===== src/rtl/npl_pkg.sv =====
package npl_pkg;

    localparam int SAMPLE_W             = 16;
    localparam int LEVEL_W              = 16;
    localparam int FRAMES_MAX_W         = 17;
    localparam int HISTORY_DEPTH_DEF    = 6;
    localparam int MAX_CHUNK_FRAMES_DEF = 1024;
    localparam int QUEUE_DEPTH          = 2;

    // quotient of chunk * 2^30 / running, at most 2^30
    localparam int FRAC_BITS  = 30;
    localparam int QUOT_W     = FRAC_BITS + 1;
    localparam int DIV_STEPS  = QUOT_W;
    localparam int DIV_CNT_W  = $clog2(DIV_STEPS);
    localparam int SQRT_STEPS = (QUOT_W + 1) / 2;
    localparam int SQRT_CNT_W = $clog2(SQRT_STEPS);

    // one finished chunk handed from the front to the back
    typedef struct packed {
        logic [LEVEL_W-1:0]      chunk_peak;
        logic [LEVEL_W-1:0]      running_peak;
        logic [FRAMES_MAX_W-1:0] frames;
    } chunk_rec_t;

    // magnitude of a 16-bit two's complement sample, -32768 gives 32768
    function automatic logic [LEVEL_W-1:0] magnitude(input logic [SAMPLE_W-1:0] s);
        logic [LEVEL_W-1:0] m;
        begin
            m = s[SAMPLE_W-1] ? LEVEL_W'(~s + 1'b1) : LEVEL_W'(s);
            return m;
        end
    endfunction

    function automatic logic [LEVEL_W-1:0] max16(input logic [LEVEL_W-1:0] a,
                                                 input logic [LEVEL_W-1:0] b);
        return (a > b) ? a : b;
    endfunction

endpackage


===== src/rtl/npl_frame_if.sv =====
interface npl_frame_if;
    logic               valid;
    logic               ready;
    logic signed [15:0] left_sample;
    logic signed [15:0] right_sample;
    logic               chunk_end;

    modport source (output valid, output left_sample, output right_sample,
                    output chunk_end, input ready);
    modport sink   (input valid, input left_sample, input right_sample,
                    input chunk_end, output ready);
endinterface


===== src/rtl/npl_level_if.sv =====
interface npl_level_if #(
    parameter int FRAMES_W = 11
);
    logic                valid;
    logic                ready;
    logic [15:0]         peak_level;
    logic [15:0]         chunk_level;
    logic [FRAMES_W-1:0] chunk_frames;

    modport source (output valid, output peak_level, output chunk_level,
                    output chunk_frames, input ready);
    modport sink   (input valid, input peak_level, input chunk_level,
                    input chunk_frames, output ready);
endinterface


===== src/rtl/npl_front.sv =====
module npl_front #(
    parameter int MAX_CHUNK_FRAMES = 1024,
    parameter int FRAMES_W         = 11
) (
    input  logic                 clk,
    input  logic                 rst_n,
    npl_frame_if.sink            frame,
    input  logic                 queue_full,
    output logic                 push,
    output npl_pkg::chunk_rec_t  push_rec
);
    import npl_pkg::*;

    logic [LEVEL_W-1:0]  chunk_peak_reg, chunk_peak_next;
    logic [LEVEL_W-1:0]  running_peak_reg, running_peak_next;
    logic [FRAMES_W-1:0] frame_count_reg, frame_count_next;
    logic [LEVEL_W-1:0]  peak_now;
    logic [LEVEL_W-1:0]  running_now;
    logic [FRAMES_W-1:0] count_now;
    logic                accept;

    assign frame.ready = !queue_full;
    assign accept      = frame.valid && frame.ready;

    always_comb
    begin
        peak_now    = max16(chunk_peak_reg,
                            max16(magnitude(frame.left_sample), magnitude(frame.right_sample)));
        running_now = max16(running_peak_reg, peak_now);
        count_now   = (frame_count_reg < FRAMES_W'(MAX_CHUNK_FRAMES))
                      ? frame_count_reg + 1'b1 : frame_count_reg;

        chunk_peak_next   = chunk_peak_reg;
        running_peak_next = running_peak_reg;
        frame_count_next  = frame_count_reg;
        if (accept)
        begin
            if (frame.chunk_end)
            begin
                chunk_peak_next   = '0;
                running_peak_next = running_now;
                frame_count_next  = '0;
            end
            else
            begin
                chunk_peak_next  = peak_now;
                frame_count_next = count_now;
            end
        end

        push                  = accept && frame.chunk_end;
        push_rec.chunk_peak   = peak_now;
        push_rec.running_peak = running_now;
        push_rec.frames       = FRAMES_MAX_W'(count_now);
    end

    always_ff @(posedge clk or negedge rst_n)
    begin
        if (!rst_n)
        begin
            chunk_peak_reg   <= '0;
            running_peak_reg <= '0;
            frame_count_reg  <= '0;
        end
        else
        begin
            chunk_peak_reg   <= chunk_peak_next;
            running_peak_reg <= running_peak_next;
            frame_count_reg  <= frame_count_next;
        end
    end

endmodule


===== src/rtl/npl_queue.sv =====
module npl_queue (
    input  logic                 clk,
    input  logic                 rst_n,
    input  logic                 push,
    input  npl_pkg::chunk_rec_t  push_rec,
    output logic                 full,
    input  logic                 pop,
    output logic                 not_empty,
    output npl_pkg::chunk_rec_t  pop_rec
);
    import npl_pkg::*;

    localparam int PTR_W = (QUEUE_DEPTH > 1) ? $clog2(QUEUE_DEPTH) : 1;
    localparam int CNT_W = $clog2(QUEUE_DEPTH + 1);

    chunk_rec_t       slots_reg [QUEUE_DEPTH];
    logic [PTR_W-1:0] wr_ptr_reg, wr_ptr_next;
    logic [PTR_W-1:0] rd_ptr_reg, rd_ptr_next;
    logic [CNT_W-1:0] count_reg, count_next;

    assign full      = (count_reg == CNT_W'(QUEUE_DEPTH));
    assign not_empty = (count_reg != '0);
    assign pop_rec   = slots_reg[rd_ptr_reg];

    always_comb
    begin
        wr_ptr_next = wr_ptr_reg;
        rd_ptr_next = rd_ptr_reg;
        count_next  = count_reg;
        if (push)
        begin
            wr_ptr_next = (wr_ptr_reg == PTR_W'(QUEUE_DEPTH - 1)) ? '0 : wr_ptr_reg + 1'b1;
        end
        if (pop)
        begin
            rd_ptr_next = (rd_ptr_reg == PTR_W'(QUEUE_DEPTH - 1)) ? '0 : rd_ptr_reg + 1'b1;
        end
        if (push && !pop)
        begin
            count_next = count_reg + 1'b1;
        end
        else if (pop && !push)
        begin
            count_next = count_reg - 1'b1;
        end
    end

    always_ff @(posedge clk)
    begin
        if (push)
        begin
            slots_reg[wr_ptr_reg] <= push_rec;
        end
    end

    always_ff @(posedge clk or negedge rst_n)
    begin
        if (!rst_n)
        begin
            wr_ptr_reg <= '0;
            rd_ptr_reg <= '0;
            count_reg  <= '0;
        end
        else
        begin
            wr_ptr_reg <= wr_ptr_next;
            rd_ptr_reg <= rd_ptr_next;
            count_reg  <= count_next;
        end
    end

endmodule


===== src/rtl/npl_back.sv =====
module npl_back #(
    parameter int HISTORY_DEPTH = 6,
    parameter int FRAMES_W      = 11
) (
    input  logic                 clk,
    input  logic                 rst_n,
    input  logic                 not_empty,
    input  npl_pkg::chunk_rec_t  pop_rec,
    output logic                 pop,
    npl_level_if.source          level
);
    import npl_pkg::*;

    localparam int SLOT_W = (HISTORY_DEPTH > 1) ? $clog2(HISTORY_DEPTH) : 1;

    typedef enum logic [4:0] {
        S_IDLE = 5'b00001,
        S_DIV  = 5'b00010,
        S_SQRT = 5'b00100,
        S_SCAN = 5'b01000,
        S_DONE = 5'b10000
    } state_t;

    state_t              state_reg, state_next;
    logic [LEVEL_W-1:0]  history_reg [HISTORY_DEPTH];
    logic [SLOT_W-1:0]   slot_reg, slot_next;
    logic [SLOT_W-1:0]   scan_idx_reg, scan_idx_next;
    logic [LEVEL_W-1:0]  max_reg, max_next;

    logic [LEVEL_W-1:0]  divisor_reg, divisor_next;
    logic [LEVEL_W:0]    rem_reg, rem_next;
    logic [QUOT_W-1:0]   quot_reg, quot_next;
    logic [DIV_CNT_W-1:0] div_cnt_reg, div_cnt_next;

    logic [QUOT_W-1:0]   rad_reg, rad_next;
    logic [QUOT_W-1:0]   root_reg, root_next;
    logic [QUOT_W-1:0]   bit_reg, bit_next;
    logic [SQRT_CNT_W-1:0] sqrt_cnt_reg, sqrt_cnt_next;

    logic [FRAMES_W-1:0] frames_reg, frames_next;

    logic                out_valid_reg, out_valid_next;
    logic [LEVEL_W-1:0]  out_peak_reg, out_peak_next;
    logic [LEVEL_W-1:0]  out_level_reg, out_level_next;
    logic [FRAMES_W-1:0] out_frames_reg, out_frames_next;

    logic [LEVEL_W:0]    trial;
    logic                div_ge;
    logic [QUOT_W:0]     sqrt_sum;
    logic                sqrt_ge;
    logic                hist_we;

    assign level.valid        = out_valid_reg;
    assign level.peak_level   = out_peak_reg;
    assign level.chunk_level  = out_level_reg;
    assign level.chunk_frames = out_frames_reg;

    always_comb
    begin
        // restoring divide, the first step compares without a shift
        trial    = (div_cnt_reg == '0) ? rem_reg : {rem_reg[LEVEL_W-1:0], 1'b0};
        div_ge   = (trial >= {1'b0, divisor_reg});
        // bit-pair square root, one result bit a step
        sqrt_sum = {1'b0, root_reg} + {1'b0, bit_reg};
        sqrt_ge  = ({1'b0, rad_reg} >= sqrt_sum);

        state_next      = state_reg;
        slot_next       = slot_reg;
        scan_idx_next   = scan_idx_reg;
        max_next        = max_reg;
        divisor_next    = divisor_reg;
        rem_next        = rem_reg;
        quot_next       = quot_reg;
        div_cnt_next    = div_cnt_reg;
        rad_next        = rad_reg;
        root_next       = root_reg;
        bit_next        = bit_reg;
        sqrt_cnt_next   = sqrt_cnt_reg;
        frames_next     = frames_reg;
        out_valid_next  = out_valid_reg;
        out_peak_next   = out_peak_reg;
        out_level_next  = out_level_reg;
        out_frames_next = out_frames_reg;
        pop             = 1'b0;
        hist_we         = 1'b0;

        if (out_valid_reg && level.ready)
        begin
            out_valid_next = 1'b0;
        end

        unique case (state_reg)
            S_IDLE:
            begin
                if (not_empty)
                begin
                    pop          = 1'b1;
                    divisor_next = pop_rec.running_peak;
                    rem_next     = {1'b0, pop_rec.chunk_peak};
                    quot_next    = '0;
                    div_cnt_next = '0;
                    frames_next  = FRAMES_W'(pop_rec.frames);
                    state_next   = S_DIV;
                end
            end
            S_DIV:
            begin
                rem_next     = div_ge ? trial - {1'b0, divisor_reg} : trial;
                quot_next    = {quot_reg[QUOT_W-2:0], div_ge};
                div_cnt_next = div_cnt_reg + 1'b1;
                if (div_cnt_reg == DIV_CNT_W'(DIV_STEPS - 1))
                begin
                    // silent stream so far gives a level of zero
                    rad_next      = (divisor_reg == '0) ? '0
                                    : {quot_reg[QUOT_W-2:0], div_ge};
                    root_next     = '0;
                    bit_next      = QUOT_W'(1) << FRAC_BITS;
                    sqrt_cnt_next = '0;
                    state_next    = S_SQRT;
                end
            end
            S_SQRT:
            begin
                if (sqrt_ge)
                begin
                    rad_next  = rad_reg - QUOT_W'(sqrt_sum);
                    root_next = (root_reg >> 1) + bit_reg;
                end
                else
                begin
                    root_next = root_reg >> 1;
                end
                bit_next      = bit_reg >> 2;
                sqrt_cnt_next = sqrt_cnt_reg + 1'b1;
                if (sqrt_cnt_reg == SQRT_CNT_W'(SQRT_STEPS - 1))
                begin
                    hist_we       = 1'b1;
                    slot_next     = (slot_reg == SLOT_W'(HISTORY_DEPTH - 1))
                                    ? '0 : slot_reg + 1'b1;
                    scan_idx_next = '0;
                    max_next      = '0;
                    state_next    = S_SCAN;
                end
            end
            S_SCAN:
            begin
                max_next      = max16(max_reg, history_reg[scan_idx_reg]);
                scan_idx_next = scan_idx_reg + 1'b1;
                if (scan_idx_reg == SLOT_W'(HISTORY_DEPTH - 1))
                begin
                    state_next = S_DONE;
                end
            end
            S_DONE:
            begin
                if (!out_valid_reg || level.ready)
                begin
                    out_valid_next  = 1'b1;
                    out_peak_next   = max_reg;
                    out_level_next  = root_reg[LEVEL_W-1:0];
                    out_frames_next = frames_reg;
                    state_next      = S_IDLE;
                end
            end
            default:
            begin
                state_next = S_IDLE;
            end
        endcase
    end

    // root is at most 2^15 after the last step, so the low bits hold it
    always_ff @(posedge clk or negedge rst_n)
    begin
        if (!rst_n)
        begin
            for (int i = 0; i < HISTORY_DEPTH; i++)
            begin
                history_reg[i] <= '0;
            end
        end
        else if (hist_we)
        begin
            history_reg[slot_reg] <= root_next[LEVEL_W-1:0];
        end
    end

    always_ff @(posedge clk or negedge rst_n)
    begin
        if (!rst_n)
        begin
            state_reg     <= S_IDLE;
            slot_reg      <= '0;
            out_valid_reg <= 1'b0;
        end
        else
        begin
            state_reg     <= state_next;
            slot_reg      <= slot_next;
            out_valid_reg <= out_valid_next;
        end
    end

    always_ff @(posedge clk)
    begin
        scan_idx_reg   <= scan_idx_next;
        max_reg        <= max_next;
        divisor_reg    <= divisor_next;
        rem_reg        <= rem_next;
        quot_reg       <= quot_next;
        div_cnt_reg    <= div_cnt_next;
        rad_reg        <= rad_next;
        root_reg       <= root_next;
        bit_reg        <= bit_next;
        sqrt_cnt_reg   <= sqrt_cnt_next;
        frames_reg     <= frames_next;
        out_peak_reg   <= out_peak_next;
        out_level_reg  <= out_level_next;
        out_frames_reg <= out_frames_next;
    end

endmodule


===== src/rtl/normalized_peak_level_meter.sv =====
// channel   dir   word fields                                  handshake
// frame     in    left_sample, right_sample, chunk_end          valid / ready
// level     out   peak_level, chunk_level, chunk_frames         valid / ready
//
// frames are taken one per cycle while the queue has room; a frame with chunk_end goes into a two-entry queue
// the back end takes each chunk from the queue through a one-bit-a-cycle
// divider, a one-bit-a-cycle square root, then a scan of the history ring, one entry a cycle
// frame.ready drops only while the queue is full; the back end waits in its last state
// while a finished word still sits in the output register
// rst_n clears the frame count, the chunk and running peaks, the history ring and the queue at once
module normalized_peak_level_meter #(
    parameter int HISTORY_DEPTH    = npl_pkg::HISTORY_DEPTH_DEF,
    parameter int MAX_CHUNK_FRAMES = npl_pkg::MAX_CHUNK_FRAMES_DEF
) (
    input  logic         clk,
    input  logic         rst_n,
    npl_frame_if.sink    frame,
    npl_level_if.source  level
);
    import npl_pkg::*;

    localparam int FRAMES_W = $clog2(MAX_CHUNK_FRAMES + 1);

    chunk_rec_t push_rec;
    chunk_rec_t pop_rec;
    logic       push;
    logic       pop;
    logic       queue_full;
    logic       not_empty;

    npl_front #(
        .MAX_CHUNK_FRAMES (MAX_CHUNK_FRAMES),
        .FRAMES_W         (FRAMES_W)
    ) u_front (
        .clk        (clk),
        .rst_n      (rst_n),
        .frame      (frame),
        .queue_full (queue_full),
        .push       (push),
        .push_rec   (push_rec)
    );

    npl_queue u_queue (
        .clk       (clk),
        .rst_n     (rst_n),
        .push      (push),
        .push_rec  (push_rec),
        .full      (queue_full),
        .pop       (pop),
        .not_empty (not_empty),
        .pop_rec   (pop_rec)
    );

    npl_back #(
        .HISTORY_DEPTH (HISTORY_DEPTH),
        .FRAMES_W      (FRAMES_W)
    ) u_back (
        .clk       (clk),
        .rst_n     (rst_n),
        .not_empty (not_empty),
        .pop_rec   (pop_rec),
        .pop       (pop),
        .level     (level)
    );

endmodule


===== src/flat_wrapper.sv =====
// flat-port wrapper written by rule: the top's interface ports become plain ports
module normalized_peak_level_meter_flat import npl_pkg::*;
#(
    parameter int HISTORY_DEPTH    = npl_pkg::HISTORY_DEPTH_DEF,
    parameter int MAX_CHUNK_FRAMES = npl_pkg::MAX_CHUNK_FRAMES_DEF
)
  (clk, rst_n, frame_valid, frame_left_sample, frame_right_sample, frame_chunk_end, frame_ready, level_valid, level_peak_level, level_chunk_level, level_chunk_frames, level_ready);
  npl_frame_if frame_i ();
  npl_level_if #(.FRAMES_W((11))) level_i ();
  input  logic clk;
  input  logic rst_n;
  input wire logic [$bits(frame_i.valid)-1:0] frame_valid;
  input wire logic [$bits(frame_i.left_sample)-1:0] frame_left_sample;
  input wire logic [$bits(frame_i.right_sample)-1:0] frame_right_sample;
  input wire logic [$bits(frame_i.chunk_end)-1:0] frame_chunk_end;
  output wire logic [$bits(frame_i.ready)-1:0] frame_ready;
  output wire logic [$bits(level_i.valid)-1:0] level_valid;
  output wire logic [$bits(level_i.peak_level)-1:0] level_peak_level;
  output wire logic [$bits(level_i.chunk_level)-1:0] level_chunk_level;
  output wire logic [$bits(level_i.chunk_frames)-1:0] level_chunk_frames;
  input wire logic [$bits(level_i.ready)-1:0] level_ready;
  assign frame_i.valid = frame_valid;
  assign frame_i.left_sample = frame_left_sample;
  assign frame_i.right_sample = frame_right_sample;
  assign frame_i.chunk_end = frame_chunk_end;
  assign frame_ready = frame_i.ready;
  assign level_valid = level_i.valid;
  assign level_peak_level = level_i.peak_level;
  assign level_chunk_level = level_i.chunk_level;
  assign level_chunk_frames = level_i.chunk_frames;
  assign level_i.ready = level_ready;
  normalized_peak_level_meter #(.HISTORY_DEPTH(HISTORY_DEPTH), .MAX_CHUNK_FRAMES(MAX_CHUNK_FRAMES)) u_core (.clk(clk), .rst_n(rst_n), .frame(frame_i), .level(level_i));
endmodule

===== config.mk =====
export PLATFORM = sky130hd
export DESIGN_NAME = normalized_peak_level_meter_flat
export DESIGN_NICKNAME = d
export VERILOG_FILES = /design/src/rtl/npl_pkg.sv /design/src/rtl/npl_frame_if.sv /design/src/rtl/npl_level_if.sv /design/src/rtl/npl_front.sv /design/src/rtl/npl_queue.sv /design/src/rtl/npl_back.sv /design/src/rtl/normalized_peak_level_meter.sv /design/src/flat_wrapper.sv
export SDC_FILE = /design/constraint.sdc
export NUM_CORES = 1
export LEC_CHECK = 0
export BUFFER_PORTS_ARGS = -buffer_cell sky130_fd_sc_hd__buf_2
export CAP_MARGIN = 20
export CORE_ASPECT_RATIO = 0.8
export CORE_MARGIN = 4
export CORE_UTILIZATION = 45
export DETAILED_ROUTE_END_ITERATION = 16
export SLEW_MARGIN = 5
export SYNTH_ARGS = -nofsm -noshare
export SYNTH_HDL_FRONTEND = slang
export SYNTH_SLANG_ARGS = --single-unit

===== constraint.sdc =====
create_clock -name clk -period 7.1 [get_ports clk]
set_input_delay 1.42 -clock clk [delete_from_list [all_inputs] [get_ports clk]]
set_output_delay 1.42 -clock clk [all_outputs]
set_load 0.05 [all_outputs]

==> flow_summary.yaml <==
outcome:
  result_of_the_run: "complete, but fails checks"
  violations: "negative setup slack"
min_path:
  type_of_the_tightest_min_delay_check: "flip-flop to flip-flop"
power:
  clock_power_share: 0.207
  sequentialPowerShare: 0.357
  power.density_nw_per_um2: 394
  internal-power_mw: 7.42
  p_leak_nw: 12.3
  net-switching-power_mw: 4.27
  comb_power_share: 0.436
  switching_share: 0.365
  vdd.ir_drop.worst_mv: 0.210
timing:
  clock.fmax_ghz: 0.118
  rsz0062_at_grt: "true"
  post_route_skew_ps: 40.3
  drv_slew: 0
  setup_slack_ps: -1360
  final-hold-violation-count: 0
  final_min_period_over_clock_period: 1.19
  accumulated_negative_setup_slack_ps: -63840
  holdWs_ps: 420
  layout_min_cycle_time_ps: 8460
  slew_headroom: 0.305
  max_slew.worst_pin.slew_ps: 1040
  finalSetupViolCount: 50
logic_synthesis:
  synthesized_area_fraction_occupied_by_ao_oa_aoi_and_oai_cells: 0.132
  post_synth_fa_ha_maj_area_fraction: 0.0771
  synth.avg_cell_area_sq_um: 11.2
  netlist_area_sq_um: 24800
  netlist-cell-type-count: 79
  synth_mux_area_frac: 0.0728
  synth_enable_flop_cells: 293
  synth_warnings: 0
  synth_nets: 2414
  async_flop_share: 0.330
  synth-seq-area-share: 0.520
  post_synth_inst_count: 2226
  yosys.area_share.xor_xnor: 0.0500
  synth_top_family_by_area: "compound AO/OA/AOI/OAI gates"
  yosys_most_used_dff: "edfxtp_1"
  synth.ff_latch_count: 461
  synth_simple_gate_area_frac: 0.117
routing:
  drtPass1Iterations: 4
  detailed_router_s_first_iteration_violation_count: 1022
  drc_errors: 0
  vias_per_cell: 5.41
  drt_wl_total_microns: 56300
  total_number_of_vias: 17500
  post_detailed_route_wirelength_per_cell_microns: 17.4
  drt.antenna.violating_nets: 0
layout:
  fin_nets: 2681
  syn_to_final_growth_pct: 19.5
  largest_register_ff_count: 96
  drive_above_1_share: 0.233
  filler_cell_count: 4634
  final_cell_count_no_fill: 3235
  postLayoutCellArea_sq_um: 29700
  num_antenna_cells: 0
cts:
  clk_root_buffer_cell: "clkbuf_16"
  cts.sinks: 461
  cts_max_level: 2
  max-clock-path-buffers: 3
  tritoncts_clock_tree: "built"
  clkTransAtPathRegs_ps: 60
  cts_buffers: 48
  clkLatencyLatePin_ps: 610
die:
  fp.dieH_microns: 218
  floorplan.initialDensity: 0.458
  die_w_microns: 271
  floorplan.core_area_sq_um: 54200
  io-pin-count: 82
  die-area_sq_um: 59000
  num_rows: 76
worst_setup_path:
  worst_path_largest_cell_delay_ps: 530
  path_common_cell: "a21o_1"
  timing.critical_path.arrival_ps: 8930
  critical_path.slowest_cell: "or4_4"
  category_of_the_most_critical_setup_path: "input port to flip-flop"
  critPathLaunchType: "input port"
  crit_path_max_fanout: 7
  crit_required_ps: 7560
  critical_path_endpoint_category: "flip-flop"
grt:
  grt_usage: 0.191
  grt_antenna_before_repair: 0
  vias_in_the_first_global_route: 17600
  wire_length_of_the_first_global_routing_pass_microns: 92900
  overflow: 0
  maximum_number_of_pins_on_one_net_before_global_route_repair: 93
placed_design:
  detailedPlacementHpwl_microns: 38500
  detailed_place.area_sq_um: 27300
  place.detailed.instances: 3086
  gp_routability_congestion: 0.845
  io_buffers: 81
job:
  cap_violations: 0
routing by layer:
metal / track usage / wire length [microns]
met1: 0.277 / 27900
met5: 0 / 0
met3: 0.0246 / 2020
met2: 0.308 / 25200
met4: 0.0472 / 1080
power groups by stage:
| stage | Clock [mW] | Combinational, mW | Sequential [mW] |
|---|---|---|---|
| floorplan | 0 | 3.45 | 4.06 |
| global placement | 0 | 4.47 | 4.20 |
| detailed placement | 0 | 4.63 | 4.21 |
| CTS | 2.50 | 4.97 | 4.17 |
| global route | 2.62 | 5.65 | 4.24 |
| finish | 2.42 | 5.09 | 4.17 |
cell type report:
class / count / area [sq um] / share of cell area
tap: 702 / 878 / 0.0296
multi-input combinational: 1571 / 11700 / 0.394
inverter: 109 / 414 / 0.0140
clock buffer: 69 / 1320 / 0.0445
clock inverter: 21 / 194 / 0.00653
sequential: 461 / 12900 / 0.435
timing repair buffer: 302 / 2270 / 0.0765
worst max-delay path: cells and delay by family:
| family | cells | cell delay (ps) |
|---|---|---|
| AOI/OAI and AO/OA | 17 | 3090 |
| xor gates and xnor gates | 1 | 90 |
| adders and majority gates | 3 | 690 |
| buffers and inverters | 8 | 940 |
| muxes | 3 | 790 |
| and+or+nand+nor | 7 | 1890 |
per-stage QoR:
stage	setup WS (ps)	util	power [mW]
floorplan	-1930	-	7.51
global placement	-2060	0.503	8.67
detailed placement	-2300	0.503	8.84
CTS	-1250	0.544	11.6
global route	-1610	0.548	12.5
finish	-1360	0.548	11.7
cell usage after synthesis (all sizes together), types with 12 or more instances:
library cell | number | area share
a21oi | 102 | 0.021
or3 | 13 | 0.0033
o21ai | 218 | 0.044
nand4 | 26 | 0.0065
mux2 | 97 | 0.046
xor2 | 76 | 0.027
ha | 149 | 0.075
edfxtp | 293 | 0.35
nand2 | 253 | 0.038
a22o | 22 | 0.0078
nor3 | 12 | 0.0024
mux4 | 16 | 0.015
a31o | 20 | 0.0071
nand2b | 14 | 0.0035
inv | 107 | 0.016
and2 | 50 | 0.013
xnor2 | 65 | 0.023
nor2 | 115 | 0.017
clkbuf | 75 | 0.011
nand3 | 26 | 0.0052
nor2b | 37 | 0.0093
dfrtp | 151 | 0.15
a21o | 42 | 0.013
a31oi | 18 | 0.0048
a22oi | 16 | 0.0048
o21bai | 16 | 0.0048
dfxtp | 16 | 0.013
a211oi | 20 | 0.0065
mux2i | 31 | 0.012
cell families after synthesis:
logic type,Yosys count
and+or+nand+nor,605
AOI/OAI and AO/OA,528
DFF,461
buffers and inverters,195
adders and majority gates,152
muxes,144
xor gates and xnor gates,141
path summary, 6_finish.rpt:
path / startpoint / to / slack (ps) / depth (start not counted)
max: frame_left_sample[4] / u_core.u_front.running_peak_reg[2] / -1360 / 39
min: u_core.u_back.frames_reg[5] / u_core.u_back.level.chunk_frames[5] / 420 / 0
max reg2reg: u_core.u_back.root_reg[0] / u_core.u_back.history_reg[79] / 720 / 26
min reg2reg: u_core.u_back.frames_reg[5] / u_core.u_back.level.chunk_frames[5] / 420 / 0
max in group asynchronous: rst_n / u_core.u_back.history_reg[31] / 4800 / 2
min in group asynchronous: rst_n / u_core.u_front.chunk_peak_reg[2] / 880 / 1
placed cells by master, fill, tap and decap left out, types with 16 or more instances in the layout:
master / instances
nor2b_1: 36
nand3_1: 23
dfrtp_1: 150
buf_2: 75
xnor2_1: 63
edfxtp_1: 293
nor2_1: 112
a22o_1: 22
nand4_1: 26
a21o_1: 42
buf_6: 18
buf_4: 201
a31o_2: 20
and2_1: 48
clkbuf_1: 17
nand2_1: 243
inv_1: 102
a211oi_1: 17
mux4_2: 16
mux2_2: 64
a31oi_1: 16
dfxtp_1: 16
a22oi_1: 16
a21oi_1: 94
mux2_4: 33
o21bai_1: 16
xor2_1: 75
o21ai_0: 201
ha_1: 143
clkbuf_16: 48
mux2i_1: 31
repair_timing:
action                                  CTS  global route
setup buffers                            47            10
gates cloned                              3             0
gates resized for setup                  67            25
hold buffers                              0             0
endpoints found under the setup margin   66            58
pin swaps                                29            12
No activity file was read; power rests on OpenSTA's default activity.
